`src/rtl/mi3_pkg.sv`:
```
// Shared types, widths and the truncate-and-saturate helper for the 3x3 inverse.
// Used by every module of the block; depends on nothing else.
`default_nettype none

package mi3_pkg;

   localparam int FRAC_BITS  = 16;
   localparam int ELEM_WIDTH = 32;

   // Wide accumulator: enough for the sum of three full products plus sign.
   localparam int ACC_W   = 2 * ELEM_WIDTH + 4;
   // Reciprocal quotient bits and the signed reciprocal width.
   localparam int Q_W     = 2 * FRAC_BITS + 1;
   localparam int RCP_W   = Q_W + 1;
   // Pipeline depths of the parts.
   localparam int DIV_LAT = Q_W + 2;
   localparam int COF_DLY = DIV_LAT + 2;
   localparam int DET_DLY = DIV_LAT + 1;
   localparam int LATENCY = DIV_LAT + 7;

   localparam logic signed [ACC_W-1:0] SAT_HI =
      {{(ACC_W-ELEM_WIDTH+1){1'b0}}, {(ELEM_WIDTH-1){1'b1}}};
   localparam logic signed [ACC_W-1:0] SAT_LO =
      {{(ACC_W-ELEM_WIDTH+1){1'b1}}, {(ELEM_WIDTH-1){1'b0}}};
   localparam logic signed [ACC_W-1:0] RND_ADD =
      {{(ACC_W-FRAC_BITS){1'b0}}, {FRAC_BITS{1'b1}}};

   typedef logic signed [ELEM_WIDTH-1:0] elem_type;
   typedef logic signed [RCP_W-1:0] recip_type;

   typedef struct packed {
      elem_type m00; elem_type m01; elem_type m02;
      elem_type m10; elem_type m11; elem_type m12;
      elem_type m20; elem_type m21; elem_type m22;
   } req_type;

   typedef struct packed {
      elem_type r00; elem_type r01; elem_type r02;
      elem_type r10; elem_type r11; elem_type r12;
      elem_type r20; elem_type r21; elem_type r22;
      elem_type det_out;
      logic     singular;
      logic     overflow;
   } rsp_type;

   typedef struct packed {
      elem_type val;
      logic     ovf;
   } sat_type;

   typedef struct packed {
      elem_type det;
      logic     ovf;
   } det_bundle_type;

   // Divide by 2^FRAC_BITS rounding towards zero, then clamp to the element range.
   function automatic sat_type trunc_sat(input logic signed [ACC_W-1:0] x);
      logic signed [ACC_W-1:0] b;
      logic signed [ACC_W-1:0] t;
      sat_type r;
      b = x + (x[ACC_W-1] ? RND_ADD : '0);
      t = b >>> FRAC_BITS;
      if (t > SAT_HI) begin
         r.val = SAT_HI[ELEM_WIDTH-1:0];
         r.ovf = 1'b1;
      end else if (t < SAT_LO) begin
         r.val = SAT_LO[ELEM_WIDTH-1:0];
         r.ovf = 1'b1;
      end else begin
         r.val = t[ELEM_WIDTH-1:0];
         r.ovf = 1'b0;
      end
      return r;
   endfunction

endpackage

`default_nettype wire

```
`src/rtl/mi3_inv_lane.sv`:
```
// One inverse lane: adjugate entry times reciprocal, truncated and saturated, or zero if singular.
// Depends on mi3_pkg.
`default_nettype none

module mi3_inv_lane (
   input  wire logic               clock,
   input  wire logic               en,
   input  wire mi3_pkg::elem_type  adj,
   input  wire mi3_pkg::recip_type recip,
   input  wire logic               singular,
   output mi3_pkg::elem_type       res,
   output logic                    ovf
);
   import mi3_pkg::*;

   logic signed [ELEM_WIDTH+RCP_W-1:0] prod_ff;
   sat_type                            s;
   elem_type                           res_ff;
   logic                               ovf_ff;

   always_comb s = trunc_sat(ACC_W'(prod_ff));

   // singular arrives aligned with the product register.
   always_ff @(posedge clock) begin
      if (en) begin
         prod_ff <= $signed(adj) * $signed(recip);
         res_ff  <= singular ? '0 : s.val;
         ovf_ff  <= !singular && s.ovf;
      end
   end

   assign res = res_ff;
   assign ovf = ovf_ff;

endmodule

`default_nettype wire

```
`config.mk`:
```
export PLATFORM = sky130hd
export DESIGN_NAME = mi3_inv_lane
export DESIGN_NICKNAME = d
export VERILOG_FILES = /design/src/rtl/mi3_pkg.sv /design/src/rtl/mi3_inv_lane.sv
export SDC_FILE = /design/constraint.sdc
export NUM_CORES = 2
export LEC_CHECK = 0
export BUFFER_PORTS_ARGS = -buffer_cell sky130_fd_sc_hd__clkbuf_2
export CORE_MARGIN = 2
export CORE_UTILIZATION = 42
export CTS_BUF_LIST = sky130_fd_sc_hd__clkbuf_2
export DETAILED_ROUTE_END_ITERATION = 7
export PLACE_DENSITY = 0.57
export REMOVE_ABC_BUFFERS = 1
export SETUP_SLACK_MARGIN = 0.4
export SYNTH_ARGS = -nofsm -noshare
export SYNTH_HDL_FRONTEND = slang
export SYNTH_SLANG_ARGS = --single-unit
```
`constraint.sdc`:
```
create_clock -name clock -period 9.65 [get_ports clock]
set_input_delay 1.93 -clock clock [delete_from_list [all_inputs] [get_ports clock]]
set_output_delay 1.93 -clock clock [all_outputs]
set_load 0.03 [all_outputs]
```
**Yosys cells after proc, flatten, opt, wreduce, memory -nomap -nowiden**

Cells that the tools add are included.
Widths: inputs -> output; s select.

- Register bits: 99
- Output and inout port bits: 33
- Logic and storage cells: 14

- $add $sub $neg: 1
- $mul: 1
- $lt $le $gt $ge: 2
- Multiplexer cells: 3
- Reductions and logical operators: 3

Operators by type and width:

| kind | number |
|---|---|
| $add 66x17->67 | 1 |
| $mul 32x34->66 | 1 |
| $gt 51x32->1 const B | 1 |
| $lt 51x32->1 const B | 1 |
| $mux 33 | 1 |
| $mux 32 | 1 |
| $mux 16 | 1 |
| $reduce_or 2->1 | 1 |
| $logic_and 1x1->1 | 1 |
| $logic_not 1->1 | 1 |

**Logic depth before layout (Yosys ltp)**

- Depth in word-level cells: 6
- Mapped depth: 29

**Worst setup path before layout**

Ideal clock, no wire load.

- Path type: in2reg
- Start point: in recip[33]
- End point: reg prod_ff[65] (data pin)
- Library setup time: 0.260 ns
- Data arrival time: 9.151 ns
- Slack: 0.239 ns
- Stages on the path: 25
- Path buffers: 1
- Cell sequence: clkbuf_1 > nand2_1 > inv_1 > fa_1 > inv_1 > fa_1 > inv_1 > fa_1 > fa_1 > inv_1 > fa_1 > inv_1 > fa_1 > inv_1 > fa_1 > inv_1 > fa_1 > ha_1 > nand4_1 > or4_1 > o32a_1 > o211a_1 > o31ai_1 > a21oi_1 > xnor2_1

- Cells in the longest elaborated chain, start to end: 1

Ends and longest elaborated chain:

| element | line | source |
|---|---|---|
| start, declared | mi3_inv_lane.sv:9 | `input wire mi3_pkg::recip_type recip,` |
| $mul 32x34->66 | mi3_inv_lane.sv:26 | `prod_ff <= $signed(adj) * $signed(recip);` |
| end signal, assigned | mi3_inv_lane.sv:26 |  |
| end, declared | mi3_inv_lane.sv:16 | `logic signed [ELEM_WIDTH+RCP_W-1:0] prod_ff;` |

No other way between the ends.
A chain may end at the register's enable or synchronous reset.

**Worst setup path in the final report**

- Start point: in recip[20]
- End point: reg prod_ff[60] (data pin)

Same word-level chain as after synthesis.

==> flow_summary.toml <==
[clock_network]
cts_setup_buffers = 0
clock-sinks = 99
cts_buffer_depth = 2
clk_pin_slew_ps = 350
htree_num_levels = 3
ctsResizeCount = 0
cts-root-buf = "clkbuf_2"
cts_buffers = 9
hold_buffers = 0
cts_tree = "yes"
clk_latency_ps = 650

[worst_setup_path]
crit_fanout = 16
arrival_ps = 9410
rr_startpoint = "prod_ff[65]"
cp_slowest_stage_delay_ps = 570
crit_path_start_kind = "input port"
worstPathRequired_ps = 10170
r2r-end = "res[20]"
crit_top_cell = "fa_1"
crit_buf_inv = 4
worst-setup-path-type = "input port to flip-flop"
crit_chain = "clkbuf_2 -> buf_4 -> nand2_1 -> fa_1 -> fa_1 -> fa_1 -> fa_1 -> inv_1 -> fa_1 -> fa_1 -> fa_1 -> fa_1 -> ha_1 -> and3_1 -> a221oi_1 -> nor2b_1 -> a21o_1 -> a211oi_1 -> buf_4 -> o31a_1 -> o31ai_1 -> nand3_1 -> a31oi_1 -> xor2_1"
cp_slowest_cell = "fa_1"
crit_family = "adder cells"
reg2reg_setup_slack_ps = 4250
r2r_cells = 11
endpoint_kind = "flip-flop"

[worst_hold_path]
hold_class = "flip-flop to flip-flop"
holdPathStages = 2
holdPathEnd = "res[25]"
hp-start = "prod_ff[41]"

[status]
status = "completed"

[routing]
vias = 29209
drtPass1Iterations = 5
wl_per_cell_um = 19.40
drc = 0
drtAntennaViolNets = 0
vias_per_cell = 5.056
drtIter0Drc = 1434
wl_mm = 112.0

[sta]
fmax_mhz = 112.5
setup_viol = 0
tns_ps = 0
hold_viol_final = 0
fin_crit_ps = 8890
rsz0062_at_grt = "no"
tightest_slew_ps = 1144
fin_crit_sh_pct = 92.13
slew_headroom_pct = 23.72
finClkSkew_ps = 69.93
drv_slew = 0

[logic_synthesis]
ys_seq_elements = 99
synth-edff-count = 99
synth.area.top_cells = "fa_1 (54%), inv_1 (9.1%), and2_1 (8.0%)"
syn_area_per_cell_um2 = 9.633
syn_area_mm2 = 0.04248
netlist.area_leader.share_pct = 53.81
async_reset_ff_share_pct = 0
yosys_most_used_dff = "edfxtp_1"
postSynthCellCount = 4410
synth.distinct_cells = 64
synth_top_area_cell = "fa_1"
ys_warn_count = 0
synth_seq_area_share_pct = 6.998

[final_layout]
seq_area_mm2 = 0.002973
multi_input_area_mm2 = 0.03478
layout_common_cells = "fa_1 (1142), inv_1 (1028), nand2_1 (573)"
layout_commonest_cell = "fa_1"
nNetsFinal = 5885
final_layout_size_suffix_gt1_share_pct = 7.015
area_growth_pct = 7.616
nFillCells = 9659

[floorplanning]
dieArea_mm2 = 0.1037
placementRows = 116
die_h_um = 322.0
core_area_mm2 = 0.1001
start_util_pct = 42.42
pin_count = 102
die_w_um = 322.0

[global_routing]
grt_pass1_vias = 32762
antenna_found_initial = 2
grt.overflow.total = 0
grt_start_max_net_pins = 83
track_usage_pct = 22.97
grt_pass1_wl_mm = 185.0

[place]
gp_congestion = 0.8630
port-buffer-count = 101
dpl.hpwl_mm = 97.94

[job]
max_cap_viol_count = 0
[logic make-up (layout without fill, tap and decap cells)]
family,Yosys count,after routing,share of synthesized area [%]
AO/OA/AOI/OAI,265,265,3.979
XOR/XNOR,110,110,2.268
adder cells (fa/ha/maj),1345,1345,59.79
buffers and inverters,1262,1328,11.19
flip-flops,99,99,6.998
multiplexers,1,1,0.02356
other,0,3,0
AND/OR/NAND/NOR,1328,1328,15.75
[layout make-up]
cell class | instances | share of cell area, %
Clock buffer | 9 | 0.09852
Tap cell | 1298 | 3.552
Antenna cell | 3 | 0.01642
Sequential cell | 99 | 6.502
Timing Repair Buffer | 283 | 5.112
Multi-Input combinational cell | 3049 | 76.07
Clock inverter | 7 | 0.1998
Inverter | 1029 | 8.448
[per-layer routing]
| metal | track usage [%] | part of all wire [%] | up-vias |
|---|---|---|---|
| met2 | 39.05 | 49 | 684 |
| met3 | 2.345 | 4.6 | 109 |
| met1 | 32.21 | 45 | 15465 |
| met4 | 4.174 | 2.1 | 0 |
| met5 | 0 | 0 | - |
| li1 | - | - | 12951 |
[tightest hold or removal path: stages (launching register included)]
cell	delay, ps
edfxtp_1	470
xor2_1	80
o21ai_1	100
[synth_stat cells (2+ instances only)]
| library cell | number |
|---|---|
| or4_1 | 3 |
| a221oi_1 | 2 |
| o31a_1 | 3 |
| a2111oi_0 | 3 |
| o21ai_0 | 33 |
| a21boi_0 | 2 |
| a21o_1 | 43 |
| xnor2_1 | 67 |
| a31o_2 | 2 |
| o21a_1 | 7 |
| o21bai_1 | 8 |
| o31ai_1 | 6 |
| inv_1 | 1028 |
| or3_1 | 3 |
| buf_1 | 2 |
| nor2b_1 | 7 |
| nor2_1 | 71 |
| nand2_1 | 573 |
| or2_2 | 3 |
| a211o_1 | 4 |
| o21ai_1 | 30 |
| fa_1 | 1142 |
| buf_2 | 4 |
| buf_4 | 3 |
| nand2b_1 | 16 |
| o2111ai_1 | 3 |
| a311oi_1 | 2 |
| ha_1 | 203 |
| and3_1 | 18 |
| nand4_1 | 24 |
| nor3_1 | 13 |
| clkbuf_1 | 224 |
| and2_1 | 544 |
| a21oi_1 | 71 |
| nor4_1 | 3 |
| and4_1 | 7 |
| xor2_1 | 43 |
| edfxtp_1 | 99 |
| nand3_1 | 34 |
| a211oi_1 | 13 |
| a31oi_1 | 10 |
| o211ai_1 | 12 |
[state kept, by name, indices dropped and copies added (netlist names)]
signal and flops:
res 32, ovf 1, prod_ff 66
[worst max-delay path by stage]
stage	end	cells past startpoint	startpoint	slack (ps)
global route	prod_ff[60]	27	recip[16]	430
global placement	prod_ff[60]	28	recip[13]	90
finish	prod_ff[60]	24	recip[20]	760
floorplan	prod_ff[65]	22	adj[2]	480
CTS	prod_ff[60]	27	recip[16]	770
detailed placement	prod_ff[60]	27	recip[16]	20
[stage by stage]
stage          hold WS, ps  cell area (um^2)  instances  utilization, %  worst slack (ps)
2_1_floorplan        605.6             41590       4177               -             477.7
6_report             728.1             45720       5777           45.65             759.8
5_1_grt              769.9             45720       5776           45.65             428.2
3_5_place_dp         666.1             45570       5758           45.50             18.49
4_1_cts              733.5             45700       5774           45.64             765.6
3_3_place_gp         665.3             45570       5758           45.50             92.21
Power is left out: the tool's default activity adds up to more than one toggle a clock period on the data nets, which glitch-free logic cannot reach.
