**src/rtl/mi3_pkg.sv**
```systemverilog
// Shared types, widths and the truncate-and-saturate helper for the 3x3 inverse.
// Used by every module of the block; depends on nothing else.
`default_nettype none

package mi3_pkg;

   localparam int FRAC_BITS  = 16;
   localparam int ELEM_WIDTH = 32;

   // Wide accumulator: enough for the sum of three full products plus sign.
   localparam int ACC_W   = 2 * ELEM_WIDTH + 4;
   // Reciprocal quotient bits and the signed reciprocal width.
   localparam int Q_W     = 2 * FRAC_BITS + 1;
   localparam int RCP_W   = Q_W + 1;
   // Pipeline depths of the parts.
   localparam int DIV_LAT = Q_W + 2;
   localparam int COF_DLY = DIV_LAT + 2;
   localparam int DET_DLY = DIV_LAT + 1;
   localparam int LATENCY = DIV_LAT + 7;

   localparam logic signed [ACC_W-1:0] SAT_HI =
      {{(ACC_W-ELEM_WIDTH+1){1'b0}}, {(ELEM_WIDTH-1){1'b1}}};
   localparam logic signed [ACC_W-1:0] SAT_LO =
      {{(ACC_W-ELEM_WIDTH+1){1'b1}}, {(ELEM_WIDTH-1){1'b0}}};
   localparam logic signed [ACC_W-1:0] RND_ADD =
      {{(ACC_W-FRAC_BITS){1'b0}}, {FRAC_BITS{1'b1}}};

   typedef logic signed [ELEM_WIDTH-1:0] elem_type;
   typedef logic signed [RCP_W-1:0] recip_type;

   typedef struct packed {
      elem_type m00; elem_type m01; elem_type m02;
      elem_type m10; elem_type m11; elem_type m12;
      elem_type m20; elem_type m21; elem_type m22;
   } req_type;

   typedef struct packed {
      elem_type r00; elem_type r01; elem_type r02;
      elem_type r10; elem_type r11; elem_type r12;
      elem_type r20; elem_type r21; elem_type r22;
      elem_type det_out;
      logic     singular;
      logic     overflow;
   } rsp_type;

   typedef struct packed {
      elem_type val;
      logic     ovf;
   } sat_type;

   typedef struct packed {
      elem_type det;
      logic     ovf;
   } det_bundle_type;

   // Divide by 2^FRAC_BITS rounding towards zero, then clamp to the element range.
   function automatic sat_type trunc_sat(input logic signed [ACC_W-1:0] x);
      logic signed [ACC_W-1:0] b;
      logic signed [ACC_W-1:0] t;
      sat_type r;
      b = x + (x[ACC_W-1] ? RND_ADD : '0);
      t = b >>> FRAC_BITS;
      if (t > SAT_HI) begin
         r.val = SAT_HI[ELEM_WIDTH-1:0];
         r.ovf = 1'b1;
      end else if (t < SAT_LO) begin
         r.val = SAT_LO[ELEM_WIDTH-1:0];
         r.ovf = 1'b1;
      end else begin
         r.val = t[ELEM_WIDTH-1:0];
         r.ovf = 1'b0;
      end
      return r;
   endfunction

endpackage

`default_nettype wire

```
**src/rtl/mi3_recip_div.sv**
```systemverilog
// Pipelined restoring divider giving trunc(2^(2*FRAC_BITS) / det), one quotient bit a stage.
// Depends on mi3_pkg.
`default_nettype none

module mi3_recip_div (
   input  wire logic              clock,
   input  wire logic              en,
   input  wire mi3_pkg::elem_type det,
   output mi3_pkg::recip_type     recip
);
   import mi3_pkg::*;

   logic [ELEM_WIDTH-1:0] dmag_ff [0:Q_W];
   logic                  neg_ff  [0:Q_W];
   logic [ELEM_WIDTH-1:0] rem_ff  [0:Q_W];
   logic [Q_W-1:0]        q_ff    [0:Q_W];
   recip_type             recip_ff;

   always_ff @(posedge clock) begin
      if (en) begin
         dmag_ff[0] <= det[ELEM_WIDTH-1] ? ELEM_WIDTH'(-det) : det;
         neg_ff[0]  <= det[ELEM_WIDTH-1];
         rem_ff[0]  <= '0;
         q_ff[0]    <= '0;
         recip_ff   <= neg_ff[Q_W] ? -$signed({1'b0, q_ff[Q_W]})
                                   : $signed({1'b0, q_ff[Q_W]});
      end
   end

   for (genvar k = 0; k < Q_W; k++) begin : g_stage
      // Only the top numerator bit is set, so the first stage shifts in a one.
      logic [ELEM_WIDTH:0] trial;
      logic                ge;
      always_comb begin
         trial = {rem_ff[k], (k == 0) ? 1'b1 : 1'b0};
         ge    = trial >= {1'b0, dmag_ff[k]};
      end
      always_ff @(posedge clock) begin
         if (en) begin
            rem_ff[k+1]  <= ge ? ELEM_WIDTH'(trial - {1'b0, dmag_ff[k]})
                               : trial[ELEM_WIDTH-1:0];
            q_ff[k+1]    <= {q_ff[k][Q_W-2:0], ge};
            dmag_ff[k+1] <= dmag_ff[k];
            neg_ff[k+1]  <= neg_ff[k];
         end
      end
   end

   assign recip = recip_ff;

endmodule

`default_nettype wire

```
**config.mk**
```make
export PLATFORM = sky130hd
export DESIGN_NAME = mi3_recip_div
export DESIGN_NICKNAME = d
export VERILOG_FILES = /design/src/rtl/mi3_pkg.sv /design/src/rtl/mi3_recip_div.sv
export SDC_FILE = /design/constraint.sdc
export NUM_CORES = 2
export LEC_CHECK = 0
export BUFFER_PORTS_ARGS = -buffer_cell sky130_fd_sc_hd__buf_2
export CORE_MARGIN = 2
export CORE_UTILIZATION = 45
export DETAILED_ROUTE_END_ITERATION = 10
export GPL_TIMING_DRIVEN = 0
export SKIP_LAST_GASP = 1
export SLEW_MARGIN = 10
export SYNTH_ARGS = -nofsm -noshare
export SYNTH_HDL_FRONTEND = slang
export SYNTH_SLANG_ARGS = --single-unit
```
**constraint.sdc**
```tcl
create_clock -name clock -period 8 [get_ports clock]
set_input_delay 0.4 -clock clock [delete_from_list [all_inputs] [get_ports clock]]
set_output_delay 0.4 -clock clock [all_outputs]
set_load 0.01 [all_outputs]
```
# == After elaboration in Yosys (flattened, before gate mapping) ==
# Memory sizes are Yosys's and may differ from the RTL's.
# Index checks and enable logic that the tools add are counted.
# word_totals
reg_bits,34
mem_bits_rw,3332
in_bits,34
output_inout_bits,34
wordCells,111
n_memories,4
# classes
addsub,35
n_lt_le_gt_ge,33
mux,37
# mem_list
name,words,word_bits,read_ports,rd_ports_with_merged_regs,write_ports,line_no,rtl
q_ff,34,33,34,0,34,mi3_recip_div.sv:16,logic [Q_W-1:0] q_ff [0:Q_W];
dmag_ff,34,32,33,0,34,mi3_recip_div.sv:13,logic [ELEM_WIDTH-1:0] dmag_ff [0:Q_W];
rem_ff,34,32,33,0,34,mi3_recip_div.sv:15,logic [ELEM_WIDTH-1:0] rem_ff [0:Q_W];
neg_ff,34,1,34,0,34,mi3_recip_div.sv:14,logic neg_ff [0:Q_W];
# op_table
operator,count
33-bit by 32-bit >= comparator with 1-bit output,33
32-bit 2-to-1 mux,34
32-bit subtractor,33
33-bit negator with 34-bit output,1
33-bit 2-to-1 mux,1
32-bit negator,1
1-bit 2-to-1 mux,2

# == Logic depth before layout (Yosys ltp) ==
# An unclocked memory read counts as a cell.
# logic_depth
word_depth,3
mapped_depth,17
depth_no_buf,15

# == Worst setup path after synthesis ==
# No wires, ideal clock.
# synth_path
kind,register to register
startpoint,memory rem_ff[29][3]
endpoint,"memory rem_ff[30][24], data pin"
setup_time_ns,0.262
t_arrival_ns,3.499
required_ns,7.738
path_slack_ns,4.238
path_stages_with_launch,13
n_path_buf,1
synth_period_minus_slack_ns,3.762
cell_sequence,edfxtp_1 -> ha_1 -> nor3_1 -> nor2_1 -> o22a_1 -> a221o_1 -> a31o_1 -> o211a_1 -> a221o_1 -> a21o_1 -> a211oi_4 -> buf_2 -> mux2_1
# synth_lines
element,line_no
start: declaration,mi3_recip_div.sv:15

==> impl_metrics.yaml <==
timing:
  timing.setup.tns_ns: 0
  final-hold-violation-count: 0
  grt_setup_unrepaired: "false"
  final.min_clock_period_ns: 5.97
  max_slew_headroom_pct: 11.1
  clock-skew-final_ns: 0.0515
  final_setup_vio_count: 0
  fmax_ghz: 0.168
  maxSlewViolCount: 0
  period_share_pct: 74.6
  tightest_slew_ns: 1.33
clocking:
  post_cts_buffers: 0
  tritoncts.num_buffers: 315
  postCtsResizedCells: 0
  clkSlewWorstSetupHoldPaths_ns: 0.06
  worstSkewPairLatency_ns: 0.93
  ctsLongestPathBuffers: 4
  ctsRootBufferMaster: "sky130_fd_sc_hd__clkbuf_16"
  cts.sink_count: 2709
  cts_tree: "yes"
  htree_levels: 5
synth:
  synth-edff-count: 2709
  post_synth_most_frequent_cells: "2709 x sky130_fd_sc_hd__edfxtp_1, 1275 x sky130_fd_sc_hd__inv_1, 1044 x sky130_fd_sc_hd__o21ai_0, 1030 x sky130_fd_sc_hd__nand2_1, 1026 x sky130_fd_sc_hd__ha_1"
  synth_most_common_cell: "sky130_fd_sc_hd__edfxtp_1"
  yosysTopAreaCellShare_pct: 56.0
  synthDominantAreaCellType: "sky130_fd_sc_hd__edfxtp_1"
  synth_sequential_area_ratio_pct: 56.0
  yosys_most_used_dff: "sky130_fd_sc_hd__edfxtp_1"
  synth_area_um2: 145000
  async_set_reset_flop_share_out_of_synthesis_pct: 0
  synth_seq_cells: 2709
  synthesis.instances: 12600
  yosysUniqueCellTypes: 94
  syn_avg_cell_area_um2: 11.5
  yosys_warnings: 0
  yosys-top-cells-area: "sky130_fd_sc_hd__edfxtp_1 56%, sky130_fd_sc_hd__ha_1 8.8%, sky130_fd_sc_hd__o21ai_0 3.6%"
global_route:
  grt-busiest-layer: "met1"
  via_count_of_the_first_global_routing_pass: 93700
  antenna_found_initial: 14
  groute.layer.met3.usage_pct: 3.00
  gr-total-overflow: 0
  grt_max_degree: 172
  grt.total_usage_pct: 22.5
  met2_usage_grt_pct: 32.9
  groute.layer.met1.usage_pct: 34.9
  grt_first_pass_wirelength_mm: 569
job:
  drv_cap: 0
place:
  buffer_ports.inserted: 67
  hpwlAfterDp_mm: 285
  placed_cell_area_um2: 152000
  gp_congestion: 0.930
worst_setup_path:
  crit_path_max_incr_delay_ns: 0.94
  critPathKind: "flop to flop"
  crit_family: "compound AO/OA/AOI/OAI gates"
  worstSetupEndpointType: "flop"
  worstSetupStartpointType: "flop"
  worst_ep_arrival_time_ns: 6.54
  worst-path-buf-inv: 2
  crit_path_max_fanout: 10
  slowest_stage: "sky130_fd_sc_hd__a211oi_2"
  crit_path_cell_trace: "ha_1, a21o_1, or3_1, o211ai_1, a31oi_1, o41ai_1, o211ai_1, nand2_1, a21boi_0, o21ai_0, a211oi_2, clkbuf_1, inv_1"
  path_common_cell: "sky130_fd_sc_hd__o211ai_1"
  critical_path_required_ns: 8.57
pwr:
  power.share.switching_pct: 39.0
  pwr_density_cell_nw_per_um2: 415
  clockPowerShare_pct: 21.3
  p_total_w: 0.0674
  comb_power_share_pct: 44.4
  vdd.ir_drop.worst_uv: 227
  power.static_leakage_nw: 65.1
  sequentialPowerShare_pct: 34.4
  switching_power_w: 0.0263
  total_internal_power_w: 0.0411
drt:
  drt_wl_total_mm: 376
  routed_vias: 98000
  drt_pass1_iterations: 6
  routed_wire_length_per_instance_um: 21.3
  routed_via_density: 5.56
  final_antenna_net_count: 0
  detail_route.drc_violations: 0
  initialDrtViolationCount: 9141
floorplanning:
  dieHeight_um: 572
  boundaryPins: 68
  floorplan.die.width_um: 572
  placement_rows: 208
  fp.dieArea_um2: 327000
  initial_core_utilization_pct: 45.2
  core_area_um2: 321000
final_layout:
  final_area_um2: 162000
  final_net_count: 14200
  syn_to_final_growth_pct: 11.8
  drive_above_1_share_pct: 6.79
run_status:
  status: "completed"
worst_hold_path:
  min-delay-path-class: "input port to flop"
[per-stage QoR]
| stage | instances | hold WS (ns) | setup slack (ns) | util, % |
|---|---|---|---|---|
| floorplan | 12600 | 0.400 | 4.24 | - |
| global placement | 17000 | 0.400 | -35.81 | 47.0 |
| detailed placement | 17000 | 0.405 | 2.03 | 47.2 |
| CTS | 17600 | 0.153 | 2.01 | 50.6 |
| global route | 17600 | 0.227 | 1.72 | 50.6 |
| finish | 17600 | 0.262 | 2.03 | 50.6 |
[cells by family after synthesis]
kind of cell,synth area share [%]
and+or+nand+nor,8.94
buffers and inverters,4.06
AOI/OAI and AO/OA,14.4
adders and majority gates,9.27
other,0.00258
muxes,1.91
DFF,56.0
xor gates and xnor gates,5.45
[power by group through the flow]
stage	clock (W)	sequential, W	combinational (W)
floorplan	0	0.0222	0.0215
global placement	0	0.0246	0.0292
detailed placement	0	0.0234	0.0294
CTS	0.0148	0.0232	0.0297
global route	0.0153	0.0235	0.0332
finish	0.0143	0.0232	0.0299
[cells in the final DEF, fill, tap and decap left out, types with 29 or more instances in the layout]
master	n
sky130_fd_sc_hd__clkbuf_1	273
sky130_fd_sc_hd__o31ai_1	96
sky130_fd_sc_hd__nand2b_1	161
sky130_fd_sc_hd__o211ai_1	35
sky130_fd_sc_hd__a211oi_1	72
sky130_fd_sc_hd__clkbuf_16	317
sky130_fd_sc_hd__edfxtp_1	2709
sky130_fd_sc_hd__xnor2_1	533
sky130_fd_sc_hd__nor3_1	137
sky130_fd_sc_hd__bufinv_16	29
sky130_fd_sc_hd__buf_2	91
sky130_fd_sc_hd__and4_1	29
sky130_fd_sc_hd__a21boi_0	29
sky130_fd_sc_hd__and3_1	85
sky130_fd_sc_hd__fa_1	31
sky130_fd_sc_hd__clkinv_1	64
sky130_fd_sc_hd__a31oi_1	95
sky130_fd_sc_hd__o21a_1	153
sky130_fd_sc_hd__a21o_1	486
sky130_fd_sc_hd__a21oi_1	935
sky130_fd_sc_hd__ha_1	1026
sky130_fd_sc_hd__nor2_1	594
sky130_fd_sc_hd__o41ai_1	30
sky130_fd_sc_hd__nor2b_1	160
sky130_fd_sc_hd__or3_1	50
sky130_fd_sc_hd__nand2_1	1030
sky130_fd_sc_hd__inv_1	1275
sky130_fd_sc_hd__dlygate4sd3_1	54
sky130_fd_sc_hd__xor2_1	371
sky130_fd_sc_hd__nand4_1	125
sky130_fd_sc_hd__or2_2	32
sky130_fd_sc_hd__o21bai_1	101
sky130_fd_sc_hd__and2_1	46
sky130_fd_sc_hd__o21ai_0	1044
sky130_fd_sc_hd__nand3_1	173
sky130_fd_sc_hd__mux2_2	225
sky130_fd_sc_hd__clkinv_2	52
sky130_fd_sc_hd__nor4_1	54
[cell type report]
class	count	area [µm²]
Fill cell	28600	159000
Sequential cell	2709	81300
Multi-Input combinational cell	8363	58100
Clock buffer	365	8110
Tap cell	4305	5390
Inverter	1276	4790
Clock inverter	212	2220
Timing Repair Buffer	139	1390
Buffer	273	1100
Antenna cell	5	12.5
[per-layer routing]
metal	wire length [µm]	vias to the layer above	part of all wire, %
met5	0	-	0
met4	8420	0	2.2
met3	21300	483	5.7
met2	158000	2528	42
met1	188000	47900	50
li1	-	47100	-
[sequential cells by signal, summed over array words and instances, names as in the netlist]
name,count
dmag_ff,1056
rem_ff,1024
q_ff,561
neg_ff,34
recip,34
[final timing paths]
path                      startpoint                       to  slack (ns)  cells after the start
max          rem_ff[11][4]$_DFFE_PP_    q_ff[12][0]$_DFFE_PP_        2.03                     13
min                           det[0]  dmag_ff[0][0]$_DFFE_PP_        0.26                      2
max reg2reg  rem_ff[11][4]$_DFFE_PP_    q_ff[12][0]$_DFFE_PP_        2.03                     13
min reg2reg    q_ff[16][2]$_DFFE_PP_    q_ff[17][3]$_DFFE_PP_        0.39                      0
[timing repair]
item | CTS | global route
endpoints found under the hold margin | 75 | 0
endpoints found under the setup margin | 0 | 0
hold buffers | 54 | 0
(Power assumes the default switching activity.)
